===== src/rtl/core/skb_ram.sv =====
// ----------------------------------------------------------------------------
// skb_ram
// Generic single-write, single-read RAM with registered read data.
// ----------------------------------------------------------------------------
module skb_ram #(
  parameter int WIDTH = 8,
  parameter int DEPTH = 256
) (
  input  logic                     clk,
  input  logic                     we,
  input  logic [$clog2(DEPTH)-1:0] waddr,
  input  logic [WIDTH-1:0]         wdata,
  input  logic                     re,
  input  logic [$clog2(DEPTH)-1:0] raddr,
  output logic [WIDTH-1:0]         rdata
);

  logic [WIDTH-1:0] mem [DEPTH];

  always_ff @(posedge clk) begin
    if (we) begin
      mem[waddr] <= wdata;
    end
    if (re) begin
      rdata <= mem[raddr];
    end
  end

endmodule


===== config.mk =====
export PLATFORM = sky130hd
export DESIGN_NAME = skb_ram
export DESIGN_NICKNAME = d
export VERILOG_FILES = /design/src/rtl/core/skb_ram.sv
export SDC_FILE = /design/constraint.sdc
export NUM_CORES = 2
export LEC_CHECK = 0
export BUFFER_PORTS_ARGS = -buffer_cell sky130_fd_sc_hd__clkbuf_2
export CAP_MARGIN = 20
export CORE_ASPECT_RATIO = 1.25
export CORE_UTILIZATION = 35
export DETAILED_ROUTE_END_ITERATION = 8
export GPL_TIMING_DRIVEN = 0
export PLACE_DENSITY = 0.58
export SETUP_SLACK_MARGIN = 0.1
export SLEW_MARGIN = 20
export SYNTH_ARGS = -nofsm -noshare
export SYNTH_HDL_FRONTEND = slang
export SYNTH_SLANG_ARGS = --single-unit

===== constraint.sdc =====
create_clock -name clk -period 2.5 [get_ports clk]
set_input_delay 0.375 -clock clk [delete_from_list [all_inputs] [get_ports clk]]
set_output_delay 0.375 -clock clk [all_outputs]
set_load 0.005 [all_outputs]

==> impl_results.md <==
* Share of synthesized registers carrying an async set or reset at 0
* Post-detailed-route DRC marker count at 0
* FP Rows at 195
* Die width at around 430 um
* Core area at around 0.23 mm^2
* Highest net fanout along the worst path at 10
* Hold slack at 0.04428 ns
* Via total after detailed routing at 41,040
* Max frequency at about 360 MHz
* Area growth, synth to finish at 16.29%
* Max-Slew Margin vs Limit at 0.1703
* Sum of overflow across all layers after global routing at 0
* Worst min-delay path category: in -> reg
* Register bit count reported by yosys at around 2,100
* Setup Viol. Count Final at 87
* Cell area after synthesis at between 0.07 and 0.08 mm^2
* Deepest level of the CTS H-tree at 4
* Weighted congestion at the end of routability-driven global placement at slightly below 1
* Number of buffers between clock root and the deepest sink at 3
* Commonest non-fill, non-tap cells in the layout: edfxtp_1 (2,056), mux4_2 (454), clkbuf_16 (193)
* Number of search-and-repair iterations in the first detailed-routing pass at 6
* Number of max-cap violations at 0
* IR Drop Worst-Case VDD at approximately 0.00075 V
* Total CTS buffers at 190
* Post-synth EDFFs at between 2,000 and 2,500
* Clock latency at the later pin of the worst-skew pair at roughly 0.84 ns
* Largest area contributor in the synthesized netlist: edfxtp_1
* Net count after synthesis at 3,760
* Sum of negative setup slack at -10.48 ns
* Starting density of the core at 0.3525
* Sinks on Clock Net at ~2,000
* Count of cells along the worst hold path at 1
* Unique cell type count in the Yosys netlist at 54
* Post-synthesis average cell area at 21.33 um^2
* Class of the most critical setup path: in -> reg
* Share of synthesized area occupied by flip-flops and latches at 0.7753
* Minimum period implied by the final worst setup slack at 2.752 ns
* Worst Skew at between 0.02 and 0.025 ns
* Number of antenna violations at the first check in global routing at 24
* Half-perimeter wire length after placement at around 170 mm
* CP required at roughly 3.0 ns
* RSZ-0062 raised after global routing: yes
* Reg-to-reg slack, setup at -0.21 ns
* Routed Wire Length at between 200 and 300 mm
* Failing checks: negative setup slack
* Share of final-layout standard cells stronger than drive strength 1 at 0.3025
* Leakage power figure at between 0.02 and 0.03 uW
* Starting DRT DRC Count at about 5,200
* Data arrival, critical path at 3.22 ns
* Number of nets at the end of the flow at around 4,000
* Fraction of post-synthesis cell area in the top cell type by area at 0.7753
* Power density of the placed cells at between 700 and 800 mW/mm^2
* Reg power frac at 0.532
* Number of global-route vias before repair at roughly 41,000
* Ordered list of cells on the worst path: clkbuf_2 > nor2b_1 > nand3_1 > clkbuf_1 > nor2_1
* PortBufs at 27
* Share of the clock period used by the worst path after layout at 1.101
* Clock edge transition at the registers on the reported setup and hold paths at around 0.060 ns
* Most area-consuming cells after synthesis: edfxtp_1 (78%), mux4_2 (13%), mux2i_1 (1.7%)
* Switching power total at approximately 16,000 uW
* WL/cell at 35.24 um
* Final Hold Fails at 0
* Number of antenna-violating nets in the routed design at 0
* Crit-path slowest cell: nor2_1
* Crit-path max cell delay at about 0.87 ns
* Vias per inst at between 5 and 6
* Total of fill cells in the finished design at ~20,000
* Final total power at ~71,000 uW
* Terminus of the critical flop-to-flop path: rdata[0]
* Cell Int Power at 55,420 uW
* Cell Count, Final, Fillers Out at 7,126
* Count of final max-slew check failures at 0
* Hold Crit Endpoint: mem[219][6]
* TritonCTS clock tree: done
* Start point of the worst hold path: wdata[6]
* Number of warnings issued by yosys at 0
* Largest net degree at the start of global routing at around 120
* Placed cell count at between 6,000 and 7,000
* Launch point of the worst reg-to-reg path: mem[174][0]
* Type of destination of the critical path: register
* Switching power as a share of total power at 0.2244
* Post-Synthesis Cells at 3,733
* Number of I/O pins at 35
* Share of total power in the clock network at 0.404
* Final critical-path setup slack at -0.2519 ns
* Tightest Pin Transition at 1.245 ns
* Global-route usage over all layers at 0.2168
* Vertical die dimension at 535.3 um
* Main flop type after synthesis: edfxtp_1
* Kind of start point of the critical path: input port
* Global-route wire length before repair at around 340 mm
* DIE AREA at 0.2295 mm^2
* Clock root cell: clkbuf_16
* Combinational fraction of design power at 0.064
* Most frequent standard cell in the layout excluding fill and tap cells: edfxtp_1
* Depth of the most critical reg-to-reg path at 6
* Run status: finished with violations
==> cell usage after synthesis, types with 27 or more instances <==
master and n:
edfxtp_1 2056, nand3_1 34, nor2_1 282, o221ai_1 46
clkbuf_1 111, nand2_1 33, mux2i_1 134, buf_4 27
buf_2 31, mux4_2 454, o22ai_1 28, nor2b_1 31
a21oi_1 96, a22oi_1 133
==> layout make-up <==
| class | count | area [um^2] | share of cell area |
|---|---|---|---|
| antenna | 12 | 30.03 | 0.0003243 |
| buffer | 233 | 2112 | 0.02281 |
| clock buffer | 230 | 4969 | 0.05365 |
| clock inverter | 114 | 1065 | 0.01150 |
| inverter | 2 | 8.758 | 0.00009457 |
| multi-input combinational | 1442 | 17780 | 0.1919 |
| sequential | 2056 | 61740 | 0.6667 |
| tap | 2955 | 3697 | 0.03992 |
| timing repair buffer | 82 | 1212 | 0.01309 |
==> stage by stage <==
stage | area [um^2] | util | setup slack, ns
global placement | 83510 | 0.3696 | -3.597
detailed placement | 84610 | 0.3745 | -2.761
global route | 92590 | 0.4098 | -0.1471
floorplan | 79670 | - | 0.1049
finish | 92610 | 0.4099 | -0.2519
CTS | 92090 | 0.4076 | -0.1964
==> power groups by stage <==
stage | logic [uW] | registers [uW] | clock network [uW]
floorplan | 1850 | 38800 | 0
global placement | 3960 | 39000 | 0
detailed placement | 4190 | 38800 | 0
CTS | 4460 | 38000 | 29000
global route | 4650 | 38000 | 30200
finish | 4600 | 38000 | 28800
==> per-layer routing <==
metal | GRT usage | vias to the layer above | wire (um)
met5 | 0 | - | 93
met4 | 0.1549 | 16 | 20410
met3 | 0.04260 | 620 | 20120
met2 | 0.3576 | 2187 | 121500
met1 | 0.2546 | 21940 | 89030
li1 | - | 16280 | -
==> timing repair <==
| item | CTS | global route |
|---|---|---|
| pin swaps | 27 | 18 |
| resized for setup | 382 | 137 |
| hold endpoints to repair | 35 | 0 |
| endpoints found under the setup margin | 1223 | 488 |
| setup buffers | 5 | 6 |
| hold buffers | 2 | 0 |
==> kinds of logic (layout without fill, tap and decap cells) <==
family                 Yosys count  in the layout  share of synthesized area
AOI/OAI and AO/OA              385            385                    0.03416
other                            0             12                          0
buffers and inverters          235            661                    0.01829
muxes                          591            591                     0.1460
DFF                           2056           2056                     0.7753
and+or+nand+nor                466            466                    0.02625
==> flip-flops by register name, summed over array words and instances, names as in the netlist <==
name,count
mem,2048
rdata,8
==> worst max-delay path: cells and delay by family <==
family | cells | cell delay [ns]
buffers and inverters | 2 | 0.81
AND/OR/NAND/NOR | 3 | 1.99
==> worst max-delay path by stage <==
| stage | start | end | slack, ns | cells past startpoint |
|---|---|---|---|---|
| after floorplan | raddr[1] | rdata[0] | 0.10 | 9 |
| after global placement | raddr[2] | rdata[4] | -3.60 | 8 |
| after detailed placement | raddr[2] | rdata[0] | -2.76 | 9 |
| after CTS | mem[68][0] | rdata[0] | -0.20 | 5 |
| after global routing | waddr[4] | mem[221][4] | -0.15 | 5 |
| final | waddr[4] | mem[220][5] | -0.25 | 5 |
Power figures use the tool's default switching activity.
